==> src/rtl/bbcs_pkg.sv <==
`default_nettype none
package bbcs_pkg;

  // fixed field widths
  localparam int VAL_W = 16;
  localparam int CFG_IDX_W = 1;

  // default level width
  localparam int DUTY_BITS_DEF = 16;

  // register indexes
  localparam logic [CFG_IDX_W-1:0] REG_PERIOD   = 1'd0;
  localparam logic [CFG_IDX_W-1:0] REG_CAPACITY = 1'd1;

  // register reset values
  localparam logic [VAL_W-1:0] PERIOD_RST   = 16'd1599;
  localparam logic [VAL_W-1:0] CAPACITY_RST = 16'd5000;

  // action codes
  localparam logic ACT_SET  = 1'b0;
  localparam logic ACT_STEP = 1'b1;

  // floor(x / 20) == floor(5x / 100) == (x * DB_RECIP) >> DB_SHIFT for 16-bit x
  localparam int          DB_SHIFT = 21;
  localparam logic [16:0] DB_RECIP = 17'd104858;

  typedef struct packed {
    logic             done;
    logic [VAL_W-1:0] quo;
  } div_res_t;

endpackage
`default_nettype wire

==> src/rtl/bbcs_div.sv <==
`default_nettype none
// Restoring divider, one quotient bit per cycle. Caller guarantees the
// quotient fits in VAL_W bits (upper dividend half below the divisor).
module bbcs_div (
  input  wire logic                        clk_i,
  input  wire logic                        rst_ni,
  input  wire logic                        start_i,
  input  wire logic [2*bbcs_pkg::VAL_W-1:0] dividend_i,
  input  wire logic [bbcs_pkg::VAL_W-1:0]   divisor_i,
  output bbcs_pkg::div_res_t               res_o
);
  import bbcs_pkg::*;

  localparam int CNT_W = $clog2(VAL_W + 1);

  logic [VAL_W-1:0] rem_q, rem_d;
  logic [VAL_W-1:0] lo_q, lo_d;
  logic [VAL_W-1:0] dvs_q, dvs_d;
  logic [CNT_W-1:0] cnt_q, cnt_d;
  logic             done_q, done_d;
  logic [VAL_W:0]   trial;
  logic             fits;

  // shared shift/subtract unit
  assign trial = {rem_q, lo_q[VAL_W-1]};
  assign fits  = trial >= {1'b0, dvs_q};

  always_comb begin
    rem_d  = rem_q;
    lo_d   = lo_q;
    dvs_d  = dvs_q;
    cnt_d  = cnt_q;
    done_d = 1'b0;
    if (start_i) begin
      rem_d = dividend_i[2*VAL_W-1:VAL_W];
      lo_d  = dividend_i[VAL_W-1:0];
      dvs_d = divisor_i;
      cnt_d = CNT_W'(VAL_W);
    end else if (cnt_q != '0) begin
      rem_d = fits ? VAL_W'(trial - {1'b0, dvs_q}) : trial[VAL_W-1:0];
      lo_d  = {lo_q[VAL_W-2:0], fits};
      cnt_d = cnt_q - 1'b1;
      if (cnt_q == CNT_W'(1)) begin
        done_d = 1'b1;
      end
    end
  end

  always_ff @(posedge clk_i or negedge rst_ni) begin
    if (!rst_ni) begin
      cnt_q  <= '0;
      done_q <= 1'b0;
    end else begin
      cnt_q  <= cnt_d;
      done_q <= done_d;
    end
  end

  always_ff @(posedge clk_i) begin
    rem_q <= rem_d;
    lo_q  <= lo_d;
    dvs_q <= dvs_d;
  end

  assign res_o.done = done_q;
  assign res_o.quo  = lo_q;

endmodule
`default_nettype wire

==> src/rtl/bbcs_step.sv <==
`default_nettype none
// One control step on the levels, plus clamped duty view of the result.
module bbcs_step #(
  parameter int DUTY_BITS = bbcs_pkg::DUTY_BITS_DEF
) (
  input  wire logic [bbcs_pkg::VAL_W-1:0] target_i,
  input  wire logic [bbcs_pkg::VAL_W-1:0] meas_i,
  input  wire logic [bbcs_pkg::VAL_W-1:0] deadband_i,
  input  wire logic [DUTY_BITS-1:0]       period_i,
  input  wire logic [DUTY_BITS-1:0]       buck_i,
  input  wire logic [DUTY_BITS-1:0]       boost_i,
  output logic      [DUTY_BITS-1:0]       buck_o,
  output logic      [DUTY_BITS-1:0]       boost_o,
  output logic      [bbcs_pkg::VAL_W-1:0] buck_duty_o,
  output logic      [bbcs_pkg::VAL_W-1:0] boost_duty_o
);
  import bbcs_pkg::*;

  localparam int CW = (DUTY_BITS > VAL_W) ? DUTY_BITS : VAL_W;

  logic [VAL_W:0]     upper;
  logic               go_up, go_down;
  logic [DUTY_BITS-1:0] half, boost_inc, bk_c, bs_c;
  logic [CW-1:0]      bk_w, bs_w;

  assign upper     = {1'b0, meas_i} + {1'b0, deadband_i};
  assign go_up     = {1'b0, target_i} > upper;
  assign go_down   = target_i < meas_i;
  assign half      = period_i >> 1;
  assign boost_inc = boost_i + 1'b1;

  always_comb begin
    buck_o  = buck_i;
    boost_o = boost_i;
    if (go_up) begin
      if (buck_i == period_i) begin
        boost_o = (boost_inc > half) ? half : boost_inc;
      end else begin
        buck_o = (buck_i >= period_i) ? period_i : buck_i + 1'b1;
      end
    end else if (go_down) begin
      if (buck_i == period_i && boost_i != '0) begin
        boost_o = boost_i - 1'b1;
      end else if (buck_i != '0) begin
        buck_o = buck_i - 1'b1;
      end
    end
  end

  assign bk_c = (buck_o > period_i) ? period_i : buck_o;
  assign bs_c = (boost_o > half) ? half : boost_o;
  assign bk_w = CW'(bk_c);
  assign bs_w = CW'(bs_c);
  assign buck_duty_o  = bk_w[VAL_W-1:0];
  assign boost_duty_o = bs_w[VAL_W-1:0];

endmodule
`default_nettype wire

==> src/rtl/buck_boost_current_stepper.sv <==
// Input transfer to out_valid_o: a divided set passes seed, divider (incl. done flag),
//   deadband, step; a set without a divide skips the divider; a step runs deadband, step.
// Flow control: one item at a time, in_ready_o only in idle; a divided set waits on the
//   16-iteration bit-serial divider, and a stalled result adds its stall.
// Reset (rst_ni low, async): levels, target and drive enable cleared,
//   period_top = 1599, capacity_limit = 5000, no output pending.
`default_nettype none
module buck_boost_current_stepper #(
  parameter int DUTY_BITS = bbcs_pkg::DUTY_BITS_DEF
) (
  input  wire logic                           clk_i,
  input  wire logic                           rst_ni,
  // configuration writes
  input  wire logic                           cfg_we_i,
  input  wire logic [bbcs_pkg::CFG_IDX_W-1:0] cfg_idx_i,
  input  wire logic [bbcs_pkg::VAL_W-1:0]     cfg_data_i,
  // input channel
  input  wire logic                           in_valid_i,
  output logic                                in_ready_o,
  input  wire logic                           action_i,
  input  wire logic [bbcs_pkg::VAL_W-1:0]     requested_current_i,
  input  wire logic [bbcs_pkg::VAL_W-1:0]     battery_volts_i,
  input  wire logic [bbcs_pkg::VAL_W-1:0]     supply_volts_i,
  input  wire logic [bbcs_pkg::VAL_W-1:0]     measured_current_i,
  // result channel
  output logic                                out_valid_o,
  input  wire logic                           out_ready_i,
  output logic      [bbcs_pkg::VAL_W-1:0]     buck_duty_o,
  output logic      [bbcs_pkg::VAL_W-1:0]     boost_duty_o,
  output logic                                drive_enabled_o
);
  import bbcs_pkg::*;

  localparam int CW = (DUTY_BITS > VAL_W) ? DUTY_BITS : VAL_W;
  localparam int PW = 2 * VAL_W;

  // sequencer states
  localparam logic [2:0] S_IDLE = 3'd0;
  localparam logic [2:0] S_SEED = 3'd1;  // clamp target, pick seed or start divide
  localparam logic [2:0] S_DIV  = 3'd2;  // wait for the divider
  localparam logic [2:0] S_DB   = 3'd3;  // deadband = target / 20
  localparam logic [2:0] S_STEP = 3'd4;  // apply step and load result

  logic [2:0]           state_q, state_d;

  // config registers
  logic [VAL_W-1:0]     period_q, capacity_q;

  // captured item
  logic [VAL_W-1:0]     req_q, bv_q, sv_q, meas_q;

  // regulator state
  logic [VAL_W-1:0]     target_q, target_d;
  logic [DUTY_BITS-1:0] buck_q, buck_d;
  logic [DUTY_BITS-1:0] boost_q, boost_d;
  logic                 on_q, on_d;
  logic [VAL_W-1:0]     db_q, db_d;

  // result register
  logic                 ov_q, ov_d;
  logic [VAL_W-1:0]     obuck_q, obuck_d, oboost_q, oboost_d;
  logic                 oen_q, oen_d;

  // effective period: period_top clamped to the level range
  logic [CW-1:0]        per_ext, mask_ext, per_c;
  logic [DUTY_BITS-1:0] per_l;
  logic [VAL_W-1:0]     per_v;

  assign per_ext  = CW'(period_q);
  assign mask_ext = CW'({DUTY_BITS{1'b1}});
  assign per_c    = (per_ext > mask_ext) ? mask_ext : per_ext;
  assign per_l    = per_c[DUTY_BITS-1:0];
  assign per_v    = per_c[VAL_W-1:0];

  // seed product feeds the divider's registers directly
  logic [PW-1:0]        prod;
  logic                 div_start;
  div_res_t             div_res;
  logic [CW-1:0]        quo_ext;

  assign prod    = PW'(per_v) * PW'(bv_q);
  assign quo_ext = CW'(div_res.quo);

  bbcs_div u_div (
    .clk_i      (clk_i),
    .rst_ni     (rst_ni),
    .start_i    (div_start),
    .dividend_i (prod),
    .divisor_i  (sv_q),
    .res_o      (div_res)
  );

  // deadband by reciprocal multiply
  logic [VAL_W+16:0]    db_prod;
  assign db_prod = (VAL_W+17)'(target_q) * (VAL_W+17)'(DB_RECIP);

  // control step
  logic [DUTY_BITS-1:0] buck_nx, boost_nx;
  logic [VAL_W-1:0]     bduty, qduty;

  bbcs_step #(.DUTY_BITS(DUTY_BITS)) u_step (
    .target_i     (target_q),
    .meas_i       (meas_q),
    .deadband_i   (db_q),
    .period_i     (per_l),
    .buck_i       (buck_q),
    .boost_i      (boost_q),
    .buck_o       (buck_nx),
    .boost_o      (boost_nx),
    .buck_duty_o  (bduty),
    .boost_duty_o (qduty)
  );

  logic in_xfer, out_free;
  assign in_ready_o = (state_q == S_IDLE);
  assign in_xfer    = in_valid_i && in_ready_o;
  assign out_free   = !ov_q || out_ready_i;

  always_comb begin
    state_d   = state_q;
    target_d  = target_q;
    buck_d    = buck_q;
    boost_d   = boost_q;
    on_d      = on_q;
    db_d      = db_q;
    div_start = 1'b0;
    ov_d      = ov_q && !out_ready_i;
    obuck_d   = obuck_q;
    oboost_d  = oboost_q;
    oen_d     = oen_q;
    case (state_q)
      S_IDLE: begin
        if (in_xfer) begin
          state_d = (action_i == ACT_SET) ? S_SEED : S_DB;
        end
      end
      S_SEED: begin
        on_d     = 1'b1;
        target_d = (req_q > capacity_q) ? capacity_q : req_q;
        if (bv_q > sv_q) begin
          buck_d  = per_l;
          state_d = S_DB;
        end else if (sv_q == '0) begin
          buck_d  = '0;
          state_d = S_DB;
        end else begin
          div_start = 1'b1;
          state_d   = S_DIV;
        end
      end
      S_DIV: begin
        if (div_res.done) begin
          buck_d  = quo_ext[DUTY_BITS-1:0];
          state_d = S_DB;
        end
      end
      S_DB: begin
        db_d    = VAL_W'(db_prod >> DB_SHIFT);
        state_d = S_STEP;
      end
      S_STEP: begin
        // hold until the result register is free
        if (out_free) begin
          buck_d   = buck_nx;
          boost_d  = boost_nx;
          ov_d     = 1'b1;
          obuck_d  = bduty;
          oboost_d = qduty;
          oen_d    = on_q;
          state_d  = S_IDLE;
        end
      end
      default: begin
        state_d = S_IDLE;
      end
    endcase
  end

  always_ff @(posedge clk_i or negedge rst_ni) begin
    if (!rst_ni) begin
      state_q    <= S_IDLE;
      period_q   <= PERIOD_RST;
      capacity_q <= CAPACITY_RST;
      target_q   <= '0;
      buck_q     <= '0;
      boost_q    <= '0;
      on_q       <= 1'b0;
      ov_q       <= 1'b0;
    end else begin
      state_q  <= state_d;
      target_q <= target_d;
      buck_q   <= buck_d;
      boost_q  <= boost_d;
      on_q     <= on_d;
      ov_q     <= ov_d;
      if (cfg_we_i) begin
        case (cfg_idx_i)
          REG_PERIOD:   period_q   <= cfg_data_i;
          REG_CAPACITY: capacity_q <= cfg_data_i;
          default: ;
        endcase
      end
    end
  end

  // payload registers, no reset
  always_ff @(posedge clk_i) begin
    if (in_xfer) begin
      req_q  <= requested_current_i;
      bv_q   <= battery_volts_i;
      sv_q   <= supply_volts_i;
      meas_q <= measured_current_i;
    end
    db_q     <= db_d;
    obuck_q  <= obuck_d;
    oboost_q <= oboost_d;
    oen_q    <= oen_d;
  end

  assign out_valid_o     = ov_q;
  assign buck_duty_o     = obuck_q;
  assign boost_duty_o    = oboost_q;
  assign drive_enabled_o = oen_q;

endmodule
`default_nettype wire

==> config.mk <==
export PLATFORM = sky130hd
export DESIGN_NAME = buck_boost_current_stepper
export DESIGN_NICKNAME = d
export VERILOG_FILES = /design/src/rtl/bbcs_pkg.sv /design/src/rtl/bbcs_div.sv /design/src/rtl/bbcs_step.sv /design/src/rtl/buck_boost_current_stepper.sv
export SDC_FILE = /design/constraint.sdc
export NUM_CORES = 2
export LEC_CHECK = 0
export ABC_CLOCK_PERIOD_IN_PS = 7300
export BUFFER_PORTS_ARGS = -buffer_cell sky130_fd_sc_hd__buf_2
export CORE_MARGIN = 2
export CORE_UTILIZATION = 45
export DETAILED_ROUTE_END_ITERATION = 12
export PLACE_DENSITY = 0.73
export SYNTH_ARGS = -nofsm -noshare
export SYNTH_HDL_FRONTEND = slang
export SYNTH_SLANG_ARGS = --single-unit
==> constraint.sdc <==
create_clock -name clk_i -period 7.3 [get_ports clk_i]
set_input_delay 0.73 -clock clk_i [delete_from_list [all_inputs] [get_ports clk_i]]
set_output_delay 0.73 -clock clk_i [all_outputs]
set_load 0.02 [all_outputs]
==> impl_results.rst <==
.. list-table::
   :header-rows: 1

   * - Metric
     - Value
   * - Synth async-reset ratio
     - 36.7%
   * - DRC marker count from the first detailed-route iteration
     - 1659
   * - Setup clock skew after layout
     - 0.0569 ns
   * - Synthesized cell area
     - approximately 29000 µm²
   * - Fin crit period
     - 6.78 ns
   * - Routed Antenna Nets
     - 0
   * - Status
     - completed
   * - Largest buffer count on any clock path
     - 3
   * - Area growth from synthesis to layout
     - 9.52%
   * - Number of library cell types mapped by synthesis
     - 82
   * - Number of nets produced by synthesis
     - 3770
   * - GPL Wtd Cong
     - 0.980
   * - Clock sink total
     - between 200 and 250
   * - Average size of a mapped cell
     - 9.60 µm²
   * - Highest net fanout along the worst path
     - 17
   * - R2r worst-path depth
     - 22
   * - Largest net degree at the start of global routing
     - 65
   * - # Max-Cap Violations
     - 0
   * - Initial cell density of the core
     - roughly 46%
   * - CTS Hold Bufs
     - 0
   * - CTS H-tree lvls
     - 1
   * - Number of standard cells after synthesis
     - approximately 3000
   * - Final worst-path cycle share
     - 92.9%
   * - Top area cells in the synthesized netlist
     - fa_1 19%, ha_1 17%, edfxtp_1 16%
   * - Clock tree root buffer cell
     - clkbuf_16
   * - First-pass GRT wire length
     - approximately 130000 µm
   * - Max-slew violation total from the final report
     - 0
   * - IO buf count
     - between 100 and 150
   * - First-pass iteration count of the detailed router
     - 5
   * - Clock tree from TritonCTS
     - yes
   * - Prevailing post-synth register cell
     - edfxtp_1
   * - Cts bufs inserted
     - 31
   * - Seq/Total Area, Yosys
     - 24.2%
   * - Hold violation total from the final report
     - 0
   * - Chip Width
     - roughly 260 µm
   * - Final #Nets
     - 3866
   * - Setup-violating endpoint count in the final report
     - 0
   * - Destination of the worst register-to-register timing path
     - u_div.rem_q[14]
   * - Setup crit start kind
     - register
   * - Fillers
     - between 5000 and 6000
   * - RSZ-0062 raised after global routing
     - no
   * - Worst Setup SP
     - bv_q[15]
   * - WL/cell
     - 20.1 µm
   * - Total inserted antenna cells
     - 0
   * - Number of rows created at floorplan
     - between 90 and 100
   * - Post-CTS setup repair buffer count
     - 0
   * - Area share of the largest cell type after synthesis
     - between 10% and 20%
   * - Endpoint class of the critical path
     - register
   * - Via/cell ratio
     - 5.67
   * - Arrival time worst endpoint
     - between 7 and 8 ns
   * - Category of the critical setup timing path
     - reg -> reg
   * - Actual slew at the worst max-slew pin
     - roughly 1.2 ns
   * - Insertion delay of the later-clocked pin in the worst-skew pair
     - 0.63 ns
   * - Kind of path behind the tightest hold check
     - in -> async
   * - Register bit total from synthesis
     - 248
   * - DRT Wirelength
     - roughly 80000 µm
   * - Global route total overflow
     - 0
   * - Die Outline Area
     - 66300 µm²
   * - Max-slew headroom at the worst pin
     - about a fifth
   * - Slack of the worst reg-to-reg path
     - 0.52 ns
   * - Worst reg2reg startpoint
     - bv_q[15]
   * - GR Util All Layers
     - 24.1%
   * - HPWL reported at the end of detailed placement
     - 62600 µm
   * - Drt drc
     - 0
   * - Required arrival time at the worst endpoint
     - 7.59 ns
   * - EDFF count, synth
     - 157
   * - Number of antenna violations at the first check in global routing
     - 1
   * - Setup TNS Final
     - 0 ns
   * - Maximum frequency from static timing analysis
     - 147 MHz
   * - Area of the core
     - 63300 µm²
   * - Via count of the first global-routing pass
     - 22600
   * - Count of vias placed by the detailed router
     - 22500
   * - Fraction of layout cells with a size suffix above 1
     - 10.8%
   * - Die height
     - 257 µm
   * - Commonest cells after routing, fill and taps aside
     - 510 x inv_1, 395 x ha_1, 277 x fa_1
   * - Synthesis Warnings
     - 0
   * - Area leader, netlist
     - fa_1
   * - Worst-path clk slew
     - 0.07 ns
   * - Leading cell type in the layout, fill and taps excluded
     - inv_1
   * - I/O pins
     - 122
-- kinds of logic after synthesis --
kind of cell,count (synthesis),share of synthesized area (%)
AOI/OAI and AO/OA,481,11.2
DFF,248,24.2
buffers and inverters,632,8.35
other,1,0.0130
and+or+nand+nor,790,13.6
muxes,84,3.21
xor gates and xnor gates,103,3.12
adders and majority gates,672,36.3
-- cell type report --
type	instances	area [µm²]	area share [%]
clock inverters	22	265	0.838
clock buffers	35	811	2.56
flip-flops and latches	248	7010	22.1
repair buffers	180	1050	3.32
inverters	514	1930	6.09
multi-input cells	2132	19500	61.7
well taps	846	1060	3.34
-- metrics by stage --
stage | std cells | utilization, % | cell area (µm²) | hold WS, ns | setup WS (ns)
finish | 3977 | 50.0 | 31700 | 0.108 | 0.516
global route | 3977 | 50.0 | 31700 | 0.160 | 0.113
CTS | 3976 | 50.0 | 31600 | 0.118 | 0.402
detailed placement | 3919 | 48.3 | 30600 | 0.451 | 0.434
global placement | 3919 | 48.3 | 30600 | 0.427 | 0.555
floorplan | 3011 | - | 28900 | 0.417 | 0.629
-- cell usage after synthesis, drive strengths merged, types with 14 or more instances --
library cell,number
fa,277
o211ai,32
mux2,69
a211oi,24
dfrtp,78
nand4,32
a221o,16
a21oi,116
and3,18
a31oi,17
nand2,275
ha,395
nor2b,21
a21o,44
mux2i,15
clkbuf,97
inv,512
nor3,49
buf,21
nand3,63
o21ai,96
nor4,23
edfxtp,157
nor2,118
xnor2,69
and2,114
or4,20
a22oi,17
o21a,27
xor2,34
o221ai,14
or3,20
-- routing by layer --
metal / global-route usage, % / up-vias / routed length, µm
li1: - / 10400 / -
met1: 32.9 / 11100 / 34000
met3: 2.59 / 187 / 5550
met2: 39.8 / 884 / 37100
met5: 0 / - / 0
met4: 8.37 / 0 / 3320
-- critical path, stage by stage, from the launching register on --
cell      delay [ns]
edfxtp_1        0.64
and2_1          0.30
fa_1            0.54
inv_1           0.05
fa_1            0.53
inv_1           0.06
fa_1            0.51
fa_1            0.52
fa_1            0.54
inv_1           0.05
fa_1            0.52
inv_1           0.04
ha_1            0.34
and4_1          0.23
and2_1          0.19
a221oi_1        0.30
nand2_1         0.09
a31oi_1         0.19
buf_4           0.20
o221ai_1        0.14
a31oi_1         0.23
xor2_1          0.15
mux2i_1         0.08
-- timing repair --
| item | 4_1_cts | 5_1_grt |
|---|---|---|
| hold endpoints to repair | 0 | 0 |
| gates resized for setup | 0 | 4 |
| setup endpoints to repair | 0 | 30 |
-- how the worst max path moves through the flow --
stage,depth (start not counted),endpoint,slack [ns]
3_5_place_dp,23,boost_duty_o[14],0.43
2_1_floorplan,22,u_div.rem_q[12],0.63
6_report,22,u_div.rem_q[14],0.52
3_3_place_gp,23,boost_duty_o[3],0.56
4_1_cts,23,boost_duty_o[3],0.40
5_1_grt,23,boost_duty_o[2],0.11
Power is not shown: default switching activity piles up to over one toggle a cycle in this logic, so the estimate is an artifact.
